==> config.mk <==
export PLATFORM = sky130hd
export DESIGN_NAME = pbpf_color_out
export DESIGN_NICKNAME = d
export VERILOG_FILES = /design/src/rtl/core/planar_bitmap_palette_pixel_fetch_unit_assert.svh /design/src/rtl/core/pbpf_pkg.sv /design/src/rtl/core/pbpf_color_out.sv
export SDC_FILE = /design/constraint.sdc
export NUM_CORES = 1
export LEC_CHECK = 0
export ABC_AREA = 1
export BUFFER_PORTS_ARGS = -buffer_cell sky130_fd_sc_hd__buf_2
export CORE_MARGIN = 2
export CORE_UTILIZATION = 45
export DETAILED_ROUTE_END_ITERATION = 12
export PLACE_DENSITY_LB_ADDON = 0.05
export SYNTH_ARGS = -nofsm -noshare
export SYNTH_HDL_FRONTEND = slang
export SYNTH_SLANG_ARGS = --single-unit
==> constraint.sdc <==
create_clock -name clk -period 1.95 [get_ports clk]
set_input_delay 0 -clock clk [delete_from_list [all_inputs] [get_ports clk]]
set_output_delay 0 -clock clk [all_outputs]
set_load 0.02 [all_outputs]
==> src/rtl/core/planar_bitmap_palette_pixel_fetch_unit_assert.svh <==
// Assertion macros for the planar bitmap pixel fetch unit.
`ifndef PLANAR_BITMAP_PALETTE_PIXEL_FETCH_UNIT_ASSERT_SVH
`define PLANAR_BITMAP_PALETTE_PIXEL_FETCH_UNIT_ASSERT_SVH

// Condition must hold on every clock edge out of reset.
`define PBPF_ASSERT_ALWAYS(lbl, cond) \
    lbl: assert property (@(posedge clk) disable iff (!rst_n) (cond)) \
        else $error("pixel fetch assertion failed");

// Consequent must hold in the same cycle as the antecedent.
`define PBPF_ASSERT_IMPLY(lbl, ante, cons) \
    lbl: assert property (@(posedge clk) disable iff (!rst_n) (ante) |-> (cons)) \
        else $error("pixel fetch assertion failed");

`endif

==> src/rtl/core/pbpf_pkg.sv <==
// Shared constants, codes and types of the planar bitmap pixel fetch unit.
`timescale 1ns / 1ps

package pbpf_pkg;

    localparam int BITMAP_BYTES  = 65536;
    localparam int BM_AW         = $clog2(BITMAP_BYTES);
    localparam int PAL_ENTRIES   = 32;
    localparam int PAL_AW        = $clog2(PAL_ENTRIES);
    localparam int GATHER_PLANES = 5;
    localparam int MAX_PLANES    = 15;

    localparam int RB_W     = 9;
    localparam int STRIDE_W = 20;
    localparam int YRB_W    = 19;
    localparam int BASE_W   = 20;
    localparam int OFF_W    = 24;

    localparam logic [1:0] CMD_WR_BITMAP  = 2'd0;
    localparam logic [1:0] CMD_WR_PALETTE = 2'd1;
    localparam logic [1:0] CMD_RENDER     = 2'd2;

    localparam logic [1:0] CFG_WIDTH  = 2'd0;
    localparam logic [1:0] CFG_HEIGHT = 2'd1;
    localparam logic [1:0] CFG_PLANES = 2'd2;

    typedef struct packed {
        logic [10:0] width;
        logic [10:0] height;
        logic [3:0]  planes;
    } cfg_t;

    typedef struct packed {
        logic [1:0]                           cmd;
        logic [15:0]                          addr;
        logic [11:0]                          wdata;
        logic [2:0]                           xbit;
        logic                                 err;
        logic [GATHER_PLANES-1:0][BM_AW-1:0]  raddr;
    } fetch_t;

endpackage

==> src/rtl/core/pbpf_color_out.sv <==
// Back pipeline stages: plane bit gather, palette store and lookup, ARGB expansion.
`timescale 1ns / 1ps

module pbpf_color_out (
    input  logic                                 clk,
    input  logic                                 rst_n,
    input  pbpf_pkg::cfg_t                       cfg,
    input  logic                                 vc,
    input  pbpf_pkg::fetch_t                     fetch,
    input  logic [pbpf_pkg::GATHER_PLANES-1:0][7:0] plane_byte,
    input  logic                                 en_d,
    input  logic                                 en_e,
    output logic                                 vd,
    output logic                                 ve,
    output logic [31:0]                          argb,
    output logic [4:0]                           color_index,
    output logic                                 range_error
);
    import pbpf_pkg::*;

    logic [11:0] pal_reg [PAL_ENTRIES];

    always_ff @(posedge clk)
    begin
        if (en_d && vc && (fetch.cmd == CMD_WR_PALETTE))
            pal_reg[fetch.addr[PAL_AW-1:0]] <= fetch.wdata;
    end

    // stage D: plane bytes arrive from the memories
    logic       vd_reg;
    logic [2:0] d_xbit_reg;
    logic       d_err_reg;

    always_ff @(posedge clk or negedge rst_n)
    begin
        if (!rst_n)
            vd_reg <= 1'b0;
        else if (en_d)
            vd_reg <= vc && (fetch.cmd == CMD_RENDER);
    end

    always_ff @(posedge clk)
    begin
        if (en_d)
        begin
            d_xbit_reg <= fetch.xbit;
            d_err_reg  <= fetch.err;
        end
    end

    logic [PAL_AW-1:0] ci;
    logic [2:0]        bit_sel;
    logic [11:0]       color;

    assign bit_sel = 3'd7 - d_xbit_reg;

    always_comb
    begin
        for (int p = 0; p < GATHER_PLANES; p++)
        begin
            ci[p] = plane_byte[p][bit_sel] && (4'(p) < cfg.planes);
        end
    end

    assign color = pal_reg[ci];

    // stage E: output register
    logic        ve_reg;
    logic [31:0] argb_reg;
    logic [4:0]  ci_reg;
    logic        err_reg;

    always_ff @(posedge clk or negedge rst_n)
    begin
        if (!rst_n)
            ve_reg <= 1'b0;
        else if (en_e)
            ve_reg <= vd_reg;
    end

    always_ff @(posedge clk)
    begin
        if (en_e)
        begin
            err_reg <= d_err_reg;
            if (d_err_reg)
            begin
                argb_reg <= 32'd0;
                ci_reg   <= 5'd0;
            end
            else
            begin
                // a nibble times 17 is the nibble repeated
                argb_reg <= {8'hFF, color[11:8], color[11:8], color[7:4], color[7:4],
                             color[3:0], color[3:0]};
                ci_reg   <= ci;
            end
        end
    end

    assign vd          = vd_reg;
    assign ve          = ve_reg;
    assign argb        = argb_reg;
    assign color_index = ci_reg;
    assign range_error = err_reg;

endmodule

# Yosys cells after proc, flatten, opt, wreduce, memory -nomap -nowiden
# Memories as Yosys holds them, arrays and structs flattened.
# Cells that the tools add are included.
word_totals:
  ff_bits: 44
  output_inout_bits: 40
  ram_bits: 384
  n_memories: 1
  in_bits: 185
  romBits: 0
  latchBits: 0
op_classes:
  eq_ne: 2
  bitwise: 0
  magnitude_cmp: 6
  n_div: 0
  addsub: 1
  shift: 0
  mul: 0
  n_reduce_logical: 8
  n_mux: 13
memory_table:
  columns: ["memory", "depth", "width", "read_ports", "rd_clocked_by_memory_dff", "write_ports", "line_no", "rtl"]
  rows:
  - ["pal_reg", 32, 12, 1, 0, 1, "pbpf_color_out.sv:21", "logic [11:0] pal_reg [PAL_ENTRIES];"]
op_table:
  columns: ["operator", "count"]
  rows:
  - ["32-bit two-way mux", 1]
  - ["1-bit binary-select mux with 3-bit select", 5]
  - ["1-bit logical AND", 8]
  - ["1-bit by 4-bit < comparator with 1-bit output (first input constant)", 2]
  - ["2-bit by 4-bit < comparator with 1-bit output (first input constant)", 2]
  - ["1-bit two-way mux", 7]
  - ["3-bit by 4-bit < comparator with 1-bit output (first input constant)", 1]
  - ["3-bit by 4-bit < comparator with 1-bit output (second input constant)", 1]
  - ["3-bit subtractor (first input constant)", 1]
  - ["2-bit by 1-bit == test with 1-bit output (second input constant)", 1]
  - ["2-bit == test (second input constant)", 1]

# Depth between registers and ports, before layout
# An unclocked memory read counts as a cell.
depth:
  word_depth: 6
  depth_mapped: 15
  mapped_depth_nobuf: 13

# Worst setup path before layout
# OpenSTA, ideal clock, no wires.
synth_timing:
  path_type: "reg2reg"
  start: "reg d_xbit_reg[0]"
  end: "reg argb_reg[21], in the netlist argb[21] (data pin)"
  arrival_ns: 1.699
  n_path_buf: 3
  path_stages_with_launch: 14
  setup_slack_ns: -0.002
  cell_sequence: "edfxtp_1 -> inv_2 -> buf_4 -> nor2_1 -> o211ai_1 -> nand3_1 -> inv_2 -> buf_4 -> buf_6 -> nand3_1 -> nand3_1 -> nand2_1 -> nand2_1 -> nand2_1"
synth_between:
  elab_chain_cells: 5
  elab_cells_between_ends: 17
synth_lines:
  columns: ["element", "line_no", "rtl"]
  rows:
  - ["from (decl)", "pbpf_color_out.sv:31", "logic [2:0] d_xbit_reg;"]
  - ["from (signal assigned)", "pbpf_color_out.sv:46", "d_xbit_reg <= fetch.xbit;"]
  - ["3-bit subtractor *", "pbpf_color_out.sv:55", "assign bit_sel = 3'd7 - d_xbit_reg;"]
  - ["1-bit binary-select mux with 3-bit select", "pbpf_color_out.sv:61", "ci[p] = plane_byte[p][bit_sel] && (4'(p) < cfg.planes);"]
  - ["1-bit two-way mux (implied by the code)", "pbpf_color_out.sv:61", null]
  - ["1-bit logical AND", "pbpf_color_out.sv:61", null]
  - ["memory 32 x 12 bit *", null, null]
  - ["to (signal assigned)", "pbpf_color_out.sv:94", "argb_reg <= {8'hFF, color[11:8], color[11:8], color[7:4], color[7:4],"]
  - ["to (decl)", "pbpf_color_out.sv:69", "logic [31:0] argb_reg;"]
# Mark *: on every way between the ends. The rest lies on a longest branch, timed or not. The select of a mux whose other input is x is not followed.
# A chain may end at the register's enable or synchronous reset.

# Worst setup path after layout
layout_timing:
  start: "reg d_xbit_reg[0]"
  end: "reg argb_reg[12], in the netlist argb[12] (data pin)"
# Same word-level chain as after synthesis.

==> flow_summary.toml <==
[global_routing]
grt_usage_pct = 25.8
grt_max_degree = 57
antenna_found_initial = 4
grt_pass1_vias = 13700
grt_overflow = 0
grt_pass1_wl_mm = 84.8

[synthesis]
synth-seq-cells = 409
async_flop_share_pct = 0.489
muxShareOfSynthArea_pct = 0
syn_area_per_cell_sq_um = 10.2
synthesis.nets = 2058
synth_compound_area_share_pct = 0.763
netlist.area_leader.share_pct = 64.2
ys_warn_count = 0
yosys-top-cells-area = "edfxtp_1 (64%), nand3_1 (9.4%), inv_1 (7.9%)"
syn_inst = 1873
synthFlopType = "edfxtp_1"
synth.most_common_cell = "edfxtp_1"
synth_commonest_cells = "edfxtp_1 (407), inv_1 (403), nand3_1 (356)"
yosysTopAreaCell = "edfxtp_1"
synthXorXnorAreaFrac_pct = 0
ys_seq_area_share_pct = 64.5
synth_top_family_by_area = "simple AND/OR/NAND/NOR gates"
synth_area_sq_um = 19000
ys_types = 25
yosys.area_share.simple_pct = 22.6
synth-edff-count = 407
synth_fa_ha_area_share_pct = 0

[min_path]
min_path_type = "primary input to register"

[cells_and_area]
n_fill_cell = 3591
multi_input_area_sq_um = 5000
postLayoutCellArea_sq_um = 23700
largest_reg_flops = 384
ff_latch_area_sq_um = 12300
fin_util_pct = 56.5
area_growth_pct = 24.3
nets = 2241
drive_gt1_share_pct = 20.2

[sta]
slew_headroom_pct = 46.3
min_period_ns = 2.38
slew_violations = 0
grt_setup_unrepaired = "yes"
fmax_mhz = 420
period_share_pct = 122
skew_ns = 0.00789
setup_ws_ns = -0.433
fin_hold_ws_ns = 0.0204
finalHoldViolCount = 0
tns_ns = -4.65
worst_slew_pin_slew_ns = 0.806
finalSetupViolCount = 13

[placed_design]
placed_cell_area_sq_um = 21000
hpwl_mm = 34.6
io_buffers = 111
gp_congestion = 0.852

[critical_path]
end_kind = "register"
r2r_start = "d_xbit_reg[0]"
cp-startpoint = "d_xbit_reg[0]"
reg2reg_to = "argb[12]"
reg2reg_depth = 16
worstSetupEndpoint = "argb[12]"
regToRegSetupSlack_ns = -0.43
cp.arrival_ns = 2.71
cp-start-kind = "register"
cp.required_ns = 2.27
critPathKind = "register to register"
crit_path_max_fanout = 13

[floorplan]
initial_utilization_pct = 45.5
die_area_sq_um = 43900
dieHeight_um = 210
die_w_um = 210
fp.coreArea_sq_um = 41900
pin_count = 225
row_count = 75

[power_and_ir_drop]
p_leak_nw = 10.3
ir_worst_vdd_v = 0.000751
power_mw = 22.8
powerDensity_nw_per_um2 = 963

[detailed_routing]
vias = 14300
first_iter_violations = 1146
drt_pass1_iterations = 7
drcViolationCount = 0
routed_wl_mm = 57.3
final_antenna_net_count = 0
routed_via_density = 5.42
wl_per_cell_um = 21.8

[clock_tree]
clk_pin_slew_ns = 0.06
cts_sinks = 409
htreeDepth = 2
cts_buffer_depth = 3
cts_tree = "done"
clockRootBuffer = "clkbuf_16"
cts_buffers = 45
insertion_delay_ns = 0.57

[outcome]
status = "finished with violations"
violations = "negative setup slack"

[run]
maxCapViolations = 0
report_power, final:
group	total [mW]	switching [mW]	internal (mW)	leakage [nW]
sequential	9.85	0.0770	9.77	3.71
combinational	4.46	2.74	1.72	5.85
clock	8.47	3.44	5.03	0.702
total	22.8	6.26	16.5	10.3
routing by layer:
metal / global-route usage, % / wire length [um] / part of all wire, %
met1: 34.7 / 24000 / 42
met2: 43.7 / 28000 / 49
met3: 3.49 / 3760 / 6.6
met4: 7.63 / 1440 / 2.5
met5: 0 / 0 / 0
critical path, cell delays in order, from the launching register on:
cell and delay [ns]:
edfxtp_1 0.47, buf_6 0.18, nand2_1 0.05, nand2_1 0.06
nand2_2 0.08, nand3_4 0.11, nand3_4 0.16, buf_12 0.17
buf_12 0.11, buf_16 0.13, nand2_1 0.06, nand3_1 0.11
nand3_4 0.10, nand3_4 0.08, nand2_2 0.09, nand2_4 0.10
nand2_2 0.06
timing repair:
| action | 4_1_cts | 5_1_grt |
|---|---|---|
| setup buffers | 9 | 5 |
| setup endpoints to repair | 13 | 14 |
| hold buffers | 11 | 0 |
| gates resized for setup | 94 | 48 |
| hold endpoints to repair | 12 | 0 |
| gates cloned | 7 | 6 |
| pin swaps | 20 | 14 |
layout by cell type (no fill, tap or decap), types with 38 or more instances in the layout:
master     count
nand2_1      262
nand3_2       43
buf_2        111
nand4_1      192
edfxtp_1     407
inv_1        402
nand3_1      298
buf_4         93
clkbuf_16     51
nor2_1        50
buf_12        38
cell type report:
type	instances	area share, %
Sequential cell	409	51.9
Inverter	407	6.54
Antenna cell	5	0.0529
Multi-Input combinational cell	913	21.1
Clock inverter	22	0.968
Timing Repair Buffer	280	11.5
Tap cell	539	2.85
Clock buffer	57	5.13
worst min-delay path by stage:
stage	from	endpoint	slack, ns	depth (start not counted)
2_1_floorplan	rst_n	vd	-0.30	0
3_3_place_gp	rst_n	vd	-0.21	1
3_5_place_dp	rst_n	ve	-0.21	1
4_1_cts	fetch[86]	pal_reg[1][2]	0.01	1
5_1_grt	fetch[86]	pal_reg[4][2]	0.04	1
6_report	fetch[86]	pal_reg[3][2]	0.02	1
through the flow:
step	instances	worst slack, ns
finish	2632	-0.433
global route	2629	-0.545
CTS	2617	-0.436
detailed placement	2511	-0.640
global placement	2511	-0.619
floorplan	1873	0.0205
logic make-up after synthesis:
group,Yosys count
AOI/OAI and AO/OA,24
and+or+nand+nor,889
DFF,409
buffers and inverters,551
No activity file was read; power rests on OpenSTA's default activity.
