`src/rtl/core/planar_bitmap_palette_pixel_fetch_unit_assert.svh`:
```
// Assertion macros for the planar bitmap pixel fetch unit.
`ifndef PLANAR_BITMAP_PALETTE_PIXEL_FETCH_UNIT_ASSERT_SVH
`define PLANAR_BITMAP_PALETTE_PIXEL_FETCH_UNIT_ASSERT_SVH

// Condition must hold on every clock edge out of reset.
`define PBPF_ASSERT_ALWAYS(lbl, cond) \
    lbl: assert property (@(posedge clk) disable iff (!rst_n) (cond)) \
        else $error("pixel fetch assertion failed");

// Consequent must hold in the same cycle as the antecedent.
`define PBPF_ASSERT_IMPLY(lbl, ante, cons) \
    lbl: assert property (@(posedge clk) disable iff (!rst_n) (ante) |-> (cons)) \
        else $error("pixel fetch assertion failed");

`endif

```
`src/rtl/core/pbpf_pkg.sv`:
```
// Shared constants, codes and types of the planar bitmap pixel fetch unit.
`timescale 1ns / 1ps

package pbpf_pkg;

    localparam int BITMAP_BYTES  = 65536;
    localparam int BM_AW         = $clog2(BITMAP_BYTES);
    localparam int PAL_ENTRIES   = 32;
    localparam int PAL_AW        = $clog2(PAL_ENTRIES);
    localparam int GATHER_PLANES = 5;
    localparam int MAX_PLANES    = 15;

    localparam int RB_W     = 9;
    localparam int STRIDE_W = 20;
    localparam int YRB_W    = 19;
    localparam int BASE_W   = 20;
    localparam int OFF_W    = 24;

    localparam logic [1:0] CMD_WR_BITMAP  = 2'd0;
    localparam logic [1:0] CMD_WR_PALETTE = 2'd1;
    localparam logic [1:0] CMD_RENDER     = 2'd2;

    localparam logic [1:0] CFG_WIDTH  = 2'd0;
    localparam logic [1:0] CFG_HEIGHT = 2'd1;
    localparam logic [1:0] CFG_PLANES = 2'd2;

    typedef struct packed {
        logic [10:0] width;
        logic [10:0] height;
        logic [3:0]  planes;
    } cfg_t;

    typedef struct packed {
        logic [1:0]                           cmd;
        logic [15:0]                          addr;
        logic [11:0]                          wdata;
        logic [2:0]                           xbit;
        logic                                 err;
        logic [GATHER_PLANES-1:0][BM_AW-1:0]  raddr;
    } fetch_t;

endpackage

```
`src/rtl/core/pbpf_addr_gen.sv`:
```
// Front pipeline stages: request capture, row offset, per-plane byte offsets and range check.
`timescale 1ns / 1ps

module pbpf_addr_gen (
    input  logic             clk,
    input  logic             rst_n,
    input  pbpf_pkg::cfg_t   cfg,
    input  logic             in_valid,
    input  logic [1:0]       in_cmd,
    input  logic [15:0]      in_addr,
    input  logic [11:0]      in_wdata,
    input  logic [9:0]       in_x,
    input  logic [9:0]       in_y,
    input  logic             en_a,
    input  logic             en_b,
    input  logic             en_c,
    output logic             va,
    output logic             vb,
    output logic             vc,
    output pbpf_pkg::fetch_t fetch
);
    import pbpf_pkg::*;

    // config-derived geometry
    logic [11:0]          width_pad;
    logic [RB_W-1:0]      pitch_next;
    logic [STRIDE_W-1:0]  stride_next;
    logic [RB_W-1:0]      pitch_reg;
    logic [STRIDE_W-1:0]  stride_reg;
    logic [OFF_W-1:0]     plane_off_reg [MAX_PLANES];

    assign width_pad   = {1'b0, cfg.width} + 12'd15;
    assign pitch_next  = {width_pad[11:4], 1'b0};
    assign stride_next = STRIDE_W'(cfg.height) * STRIDE_W'(pitch_next);

    always_ff @(posedge clk)
    begin
        pitch_reg  <= pitch_next;
        stride_reg <= stride_next;
        for (int p = 0; p < MAX_PLANES; p++)
        begin
            plane_off_reg[p] <= OFF_W'(p) * OFF_W'(stride_reg);
        end
    end

    // stage A
    logic        va_reg;
    logic [1:0]  a_cmd_reg;
    logic [15:0] a_addr_reg;
    logic [11:0] a_wdata_reg;
    logic [9:0]  a_x_reg;
    logic [9:0]  a_y_reg;

    always_ff @(posedge clk or negedge rst_n)
    begin
        if (!rst_n)
            va_reg <= 1'b0;
        else if (en_a)
            va_reg <= in_valid;
    end

    always_ff @(posedge clk)
    begin
        if (en_a)
        begin
            a_cmd_reg   <= in_cmd;
            a_addr_reg  <= in_addr;
            a_wdata_reg <= in_wdata;
            a_x_reg     <= in_x;
            a_y_reg     <= in_y;
        end
    end

    // stage B: row offset and coordinate check
    logic             vb_reg;
    logic [1:0]       b_cmd_reg;
    logic [15:0]      b_addr_reg;
    logic [11:0]      b_wdata_reg;
    logic [9:0]       b_x_reg;
    logic [YRB_W-1:0] b_yrb_reg;
    logic             b_err_reg;

    always_ff @(posedge clk or negedge rst_n)
    begin
        if (!rst_n)
            vb_reg <= 1'b0;
        else if (en_b)
            vb_reg <= va_reg;
    end

    always_ff @(posedge clk)
    begin
        if (en_b)
        begin
            b_cmd_reg   <= a_cmd_reg;
            b_addr_reg  <= a_addr_reg;
            b_wdata_reg <= a_wdata_reg;
            b_x_reg     <= a_x_reg;
            b_yrb_reg   <= YRB_W'(a_y_reg) * YRB_W'(pitch_reg);
            b_err_reg   <= ({1'b0, a_x_reg} >= cfg.width) || ({1'b0, a_y_reg} >= cfg.height);
        end
    end

    // stage C: plane offsets
    logic [BASE_W-1:0]     base;
    logic [OFF_W-1:0]      off [MAX_PLANES];
    logic [MAX_PLANES-1:0] oor;
    pbpf_pkg::fetch_t      fetch_next;
    logic                  vc_reg;
    pbpf_pkg::fetch_t      fetch_reg;

    assign base = BASE_W'(b_yrb_reg) + BASE_W'(b_x_reg[9:3]);

    always_comb
    begin
        for (int p = 0; p < MAX_PLANES; p++)
        begin
            off[p] = plane_off_reg[p] + OFF_W'(base);
            oor[p] = (off[p] >= OFF_W'(BITMAP_BYTES)) && (4'(p) < cfg.planes);
        end
        fetch_next.cmd   = b_cmd_reg;
        fetch_next.addr  = b_addr_reg;
        fetch_next.wdata = b_wdata_reg;
        fetch_next.xbit  = b_x_reg[2:0];
        fetch_next.err   = b_err_reg || (|oor);
        for (int p = 0; p < GATHER_PLANES; p++)
        begin
            fetch_next.raddr[p] = off[p][BM_AW-1:0];
        end
    end

    always_ff @(posedge clk or negedge rst_n)
    begin
        if (!rst_n)
            vc_reg <= 1'b0;
        else if (en_c)
            vc_reg <= vb_reg;
    end

    always_ff @(posedge clk)
    begin
        if (en_c)
            fetch_reg <= fetch_next;
    end

    assign va    = va_reg;
    assign vb    = vb_reg;
    assign vc    = vc_reg;
    assign fetch = fetch_reg;

endmodule

```
`config.mk`:
```
export PLATFORM = sky130hd
export DESIGN_NAME = pbpf_addr_gen
export DESIGN_NICKNAME = d
export VERILOG_FILES = /design/src/rtl/core/planar_bitmap_palette_pixel_fetch_unit_assert.svh /design/src/rtl/core/pbpf_pkg.sv /design/src/rtl/core/pbpf_addr_gen.sv
export SDC_FILE = /design/constraint.sdc
export NUM_CORES = 1
export LEC_CHECK = 0
export ABC_CLOCK_PERIOD_IN_PS = 13000
export BUFFER_PORTS_ARGS = -buffer_cell sky130_fd_sc_hd__buf_2
export CORE_AREA = 2 2 245 247
export CTS_BUF_LIST = sky130_fd_sc_hd__clkbuf_8
export CTS_CLUSTER_DIAMETER = 60
export CTS_CLUSTER_SIZE = 16
export DETAILED_ROUTE_END_ITERATION = 16
export DIE_AREA = 0 0 247 249
export PLACE_DENSITY = 0.76
export SLEW_MARGIN = 5
export SYNTH_ARGS = -nofsm -noshare
export SYNTH_HDL_FRONTEND = slang
export SYNTH_SLANG_ARGS = --single-unit
```
`constraint.sdc`:
```
create_clock -name clk -period 13 [get_ports clk]
set_clock_uncertainty 0.2 [all_clocks]
set_input_delay 1.95 -clock clk [delete_from_list [all_inputs] [get_ports clk]]
set_output_delay 1.95 -clock clk [all_outputs]
set_load 0.02 [all_outputs]
```
Word-level counts from Yosys, hierarchy flattened
Memories as Yosys holds them, arrays and structs flattened.
Index checks and enable logic that the tools add are counted.
{ "word_totals": {"ramBits": 345, "memories": 1, "word_cells": 106, "in_bits": 82, "register_bits": 254, "out_inout_bits": 117} }
{ "op_classes": {"magnitude_cmp": 32, "reduce_logical": 18, "mul": 12, "n_addsub": 17} }
{ "mem_list": {"columns": ["name", "depth", "width", "rd", "rd_ports_with_merged_regs", "wr", "line_no", "rtl"], "rows": [
  ["plane_off_reg", 15, 23, 15, 0, 15, "pbpf_addr_gen.sv:30", "logic [OFF_W-1:0] plane_off_reg [MAX_PLANES];"]
]} }
{ "ops": {"columns": ["op", "count"], "rows": [
  ["24-bit by 20-bit adder with 24-bit output", 15],
  ["24-bit by 17-bit >= comparator with 1-bit output (second input constant)", 15],
  ["3-bit by 19-bit multiplier with 22-bit output (first input constant)", 4],
  ["4-bit by 19-bit multiplier with 23-bit output (first input constant)", 3],
  ["2-bit by 19-bit multiplier with 21-bit output (first input constant)", 3],
  ["4-bit less-than comparator (first input constant)", 7],
  ["10-bit by 11-bit >= comparator with 1-bit output", 2],
  ["19-bit by 7-bit adder with 20-bit output", 1],
  ["11-bit by 8-bit multiplier with 19-bit output", 1],
  ["10-bit by 8-bit multiplier with 18-bit output", 1],
  ["3-bit by 4-bit less-than comparator with 1-bit output (first input constant)", 4],
  ["1-bit logical AND", 15],
  ["15-bit OR reduction", 1],
  ["11-bit by 4-bit adder with 12-bit output (second input constant)", 1],
  ["1-bit by 4-bit less-than comparator with 1-bit output (first input constant)", 2],
  ["2-bit by 4-bit less-than comparator with 1-bit output (first input constant)", 2],
  ["1-bit logical OR", 2]
]} }

Depth between registers and ports, before layout
{ "depth": {"word_depth": 6, "depth_mapped": 26} }

Worst setup path before layout
No wires, ideal clock.
{ "synth_path": {"path_type": "input to register", "start": "input cfg[18] (netlist name)", "end": "register stride_reg[19]", "t_required_ns": 12.728, "slack_ns": 5.473, "path_buffers": 1, "setup_ns": 0.072, "path_stages": 22, "arrival_ns": 7.255, "cell_sequence": "nor4_1 > nor2_1 > nand4_1 > nor2_1 > nand2_1 > xnor2_1 > clkbuf_1 > nand2_1 > fa_1 > fa_1 > inv_1 > fa_1 > fa_1 > ha_1 > a21oi_1 > nand2b_1 > a21boi_0 > o31a_1 > o41ai_1 > o2111ai_1 > a21oi_1 > xnor2_1"} }
{ "synth_via": {"elab_chain_len": 2} }
{ "synth_rtl": {"columns": ["item", "line_no", "rtl"], "rows": [
  ["start: declaration", "pbpf_addr_gen.sv:7", "input pbpf_pkg::cfg_t cfg,"],
  ["11-bit by 4-bit adder with 12-bit output", "pbpf_addr_gen.sv:32", "assign width_pad = {1'b0, cfg.width} + 12'd15;"],
  ["net width_pad[10]", "pbpf_addr_gen.sv:25", "logic [11:0] width_pad;"],
  ["11-bit by 8-bit multiplier with 19-bit output", "pbpf_addr_gen.sv:34", "assign stride_next = STRIDE_W'(cfg.height) * STRIDE_W'(pitch_next);"],
  ["net stride_next[19]", "pbpf_addr_gen.sv:27", "logic [STRIDE_W-1:0] stride_next;"],
  ["end signal: assignment", "pbpf_addr_gen.sv:39", "stride_reg <= stride_next;"],
  ["end: declaration", "pbpf_addr_gen.sv:29", "logic [STRIDE_W-1:0] stride_reg;"]
]} }
The timed path passes the listed nets, and every way through them passes these cells.
A chain may end at the register's enable or synchronous reset.

Final worst setup path
{ "layout_path": {"start": "input cfg[17] (netlist name)", "end": "register stride_reg[18]"} }
{ "layout_via": {"elab_chain_len": 2} }
{ "layout_rtl": {"columns": ["item", "line_no"], "rows": [
  ["11-bit by 4-bit adder with 12-bit output", "pbpf_addr_gen.sv:32"],
  ["11-bit by 8-bit multiplier with 19-bit output", "pbpf_addr_gen.sv:34"],
  ["net stride_next[18]", "pbpf_addr_gen.sv:27"]
]} }
The timed path passes the listed nets, and every way through them passes these cells.

==> results_dict.tcl <==
set metrics [dict create \
    post_cts_resized 0 \
    synthTopCellsByArea "edfxtp_1 (20%), ha_1 (19%), fa_1 (11%)" \
    core_um2 58700 \
    finalSetupTns_ps 0 \
    finalCritPeriodShare_pct 60.1 \
    drtAntennaViolNets 0 \
    cp_common_cell "fa_1" \
    area_growth_pct 9.13 \
    syn_inst 3351 \
    die_area_um2 61500 \
    clock_sinks 384 \
    dpl.cell_count 4314 \
    grt_usage_pct 26.4 \
    io_buffers 198 \
    antenna_found_initial 4 \
    maxCapViolCount 0 \
    postSynth.asyncResetShare_pct 0.781 \
    synth-seq-cells 384 \
    setup_viol 0 \
    clkTransAtPathRegs_ps 90 \
    fmax_mhz 128 \
    status "completed" \
    max_stage_delay_ps 790 \
    rows 89 \
    io_pins 199 \
    cts_htree_levels 2 \
    syn_area_um2 32700 \
    cts_root_buffer "clkbuf_8" \
    drt_iter0_markers 1816 \
    cp_data_required_time_ps 13320 \
    crit_arrival_ps 8140 \
    synth_fp_nets 4101 \
    drc 0 \
    cts_hold_buf 0 \
    grt_overflow 0 \
    worstSkewPairLatency_ps 660 \
    dr.pass1.iters 5 \
    vias 25800 \
    multiInputGateArea_um2 21300 \
    synth_edf_count 215 \
    hpwl_mm 62.7 \
    largest_reg_flops 139 \
    wire_per_inst_um 18.5 \
    fp.dieH_um 249 \
    nets 4334 \
    avgSynthCellArea_um2 9.75 \
    ys_seq_area_share_pct 30.2 \
    dieWidth_um 247 \
    hold_path.class "flop to flop" \
    yosys_warnings 0 \
    drive_above_1_share_pct 9.74 \
    start_util_pct 55.7 \
    path_cells "buf_2 -> nor4_1 -> nor2_1 -> nand4_1 -> nor2_1 -> nand2_1 -> xnor2_1 -> nand2_1 -> fa_1 -> fa_1 -> inv_1 -> fa_1 -> fa_1 -> ha_1 -> a21boi_0 -> o21ai_0 -> a21boi_0 -> o21ai_0 -> a21boi_0 -> o21ai_0 -> a21oi_1 -> mux2i_1 -> o2111ai_1" \
    slew_headroom_pct 25.8 \
    worst_pin_slew_ps 1110 \
    startpoint_type "input port" \
    netlist.area_leader.share_pct 19.8 \
    seqCellArea_um2 9850 \
    layoutNonFillerInstCount 4390 \
    drt-vias-per-instance 5.87 \
    fin_hold_ws_ps 225 \
    cts_setup_buffers 0 \
    rsz0062_at_grt "no" \
    cts_tree "built" \
    min_period_ps 7810 \
    grt_pass1_wl_mm 129 \
    ys.flop_type "edfxtp_1" \
    ys_types 78 \
    wirelength_mm 81.2 \
    grt_pass1_vias 25200 \
    critical_path_class "input port to flop" \
    crit_fanout 12 \
    synth_area_leader_cell "edfxtp_1" \
    worstSetupEndpointType "flop" \
    drv_slew 0 \
    place_congestion 0.961 \
    grt_max_degree 61 \
    cp_slowest_cell "xnor2_1" \
    num-fill-cells 4983 \
    cts_buffers 41 \
    hold_violations 0 \
    clk_path_buf_depth 3 \
]
## metrics by stage
step / utilization [%] / worst slack, ps / instance area (um^2)
after detailed placement: 59.3 / 4620 / 34800
after global placement: 59.3 / 4720 / 34800
after CTS: 60.7 / 5290 / 35700
after global routing: 60.7 / 4810 / 35700
final: 60.8 / 5190 / 35700
after floorplan: - / 5470 / 32700
## cell usage after synthesis, types with 15 or more instances
library cell	number
a31o_2	19
a21o_1	85
inv_1	375
or3_1	15
nand3_1	64
a21boi_0	17
ha_1	487
clkbuf_1	32
a31oi_1	30
a211oi_1	36
edfxtp_1	215
and3_1	32
o21ai_0	150
xnor2_1	152
o21bai_1	31
nor2b_1	23
nand2b_1	32
nand4_1	29
mux2i_1	17
nor2_1	203
o21a_1	45
xor2_1	49
nor3_1	73
nand2_1	231
and2_1	76
a21oi_1	220
nor4_1	20
fa_1	181
o211ai_1	30
dfxtp_1	166
## worst max-delay path, delay by kind of cell
family | cells | cell delay (ps)
buffers and inverters | 2 | 140
AOI/OAI and AO/OA | 8 | 1600
and+or+nand+nor | 6 | 1030
xor gates and xnor gates | 1 | 790
adders and majority gates | 5 | 2390
muxes | 1 | 220
## per-layer routing
layer	track usage [%]	routed length, um	vias up	part of all wire [%]
li1	-	-	12500	-
met1	33.3	33600	12400	41
met2	45.4	39300	745	48
met3	4.98	5890	139	7.2
met4	8.16	2440	0	3.0
met5	0	0	-	0
## layout by cell type (no fill, tap or decap), types with 76 or more instances in the layout
master / netlist / final
fa_1: 181 / 181
dfxtp_1: 166 / 166
and2_1: 76 / 76
a21o_1: 85 / 85
o21ai_0: 150 / 150
nand2_1: 231 / 231
ha_1: 487 / 487
edfxtp_1: 215 / 215
a21oi_1: 220 / 220
buf_2: 0 / 197
xnor2_1: 152 / 142
inv_1: 375 / 383
nor2_1: 203 / 203
## worst paths after layout
check	start	to	slack [ps]	cells past startpoint
worst max-delay path	cfg[17]	stride_reg[18]$_DFF_P_	5190	23
worst min-delay path	a_addr_reg[0]$_DFFE_PP_	b_addr_reg[0]$_DFFE_PP_	220	0
worst max register to register	b_x_reg[5]$_DFFE_PP_	fetch[80]$_DFFE_PP_	6530	20
worst min register to register	a_addr_reg[0]$_DFFE_PP_	b_addr_reg[0]$_DFFE_PP_	220	0
max in group asynchronous	rst_n	vb$_DFFE_PN0P_	11610	1
min in group asynchronous	rst_n	vc$_DFFE_PN0P_	890	1
## cell type report
cell class | instances | area share, %
inverter | 375 | 3.95
clock inverter | 32 | 0.814
multi-input combinational | 2552 | 59.8
clock buffer | 42 | 1.62
sequential | 384 | 27.6
timing repair buffer | 230 | 3.46
tap | 773 | 2.71
antenna | 2 | 0.0140
## kinds of logic (layout without fill, tap and decap cells)
logic type               Yosys count  in the layout  synth area share, %
AND/OR/NAND/NOR                  842            842                 12.5
other                              0              2                    0
multiplexers                      25             25                0.797
flip-flops                       384            384                 30.2
buffers and inverters            415            679                 4.86
XOR/XNOR                         201            201                 5.39
adder cells (fa/ha/maj)          668            668                 29.7
AO/OA/AOI/OAI                    816            816                 16.5
Power is left out: the tool's default activity adds up to more than one toggle a clock period on the data nets, which glitch-free logic cannot reach.
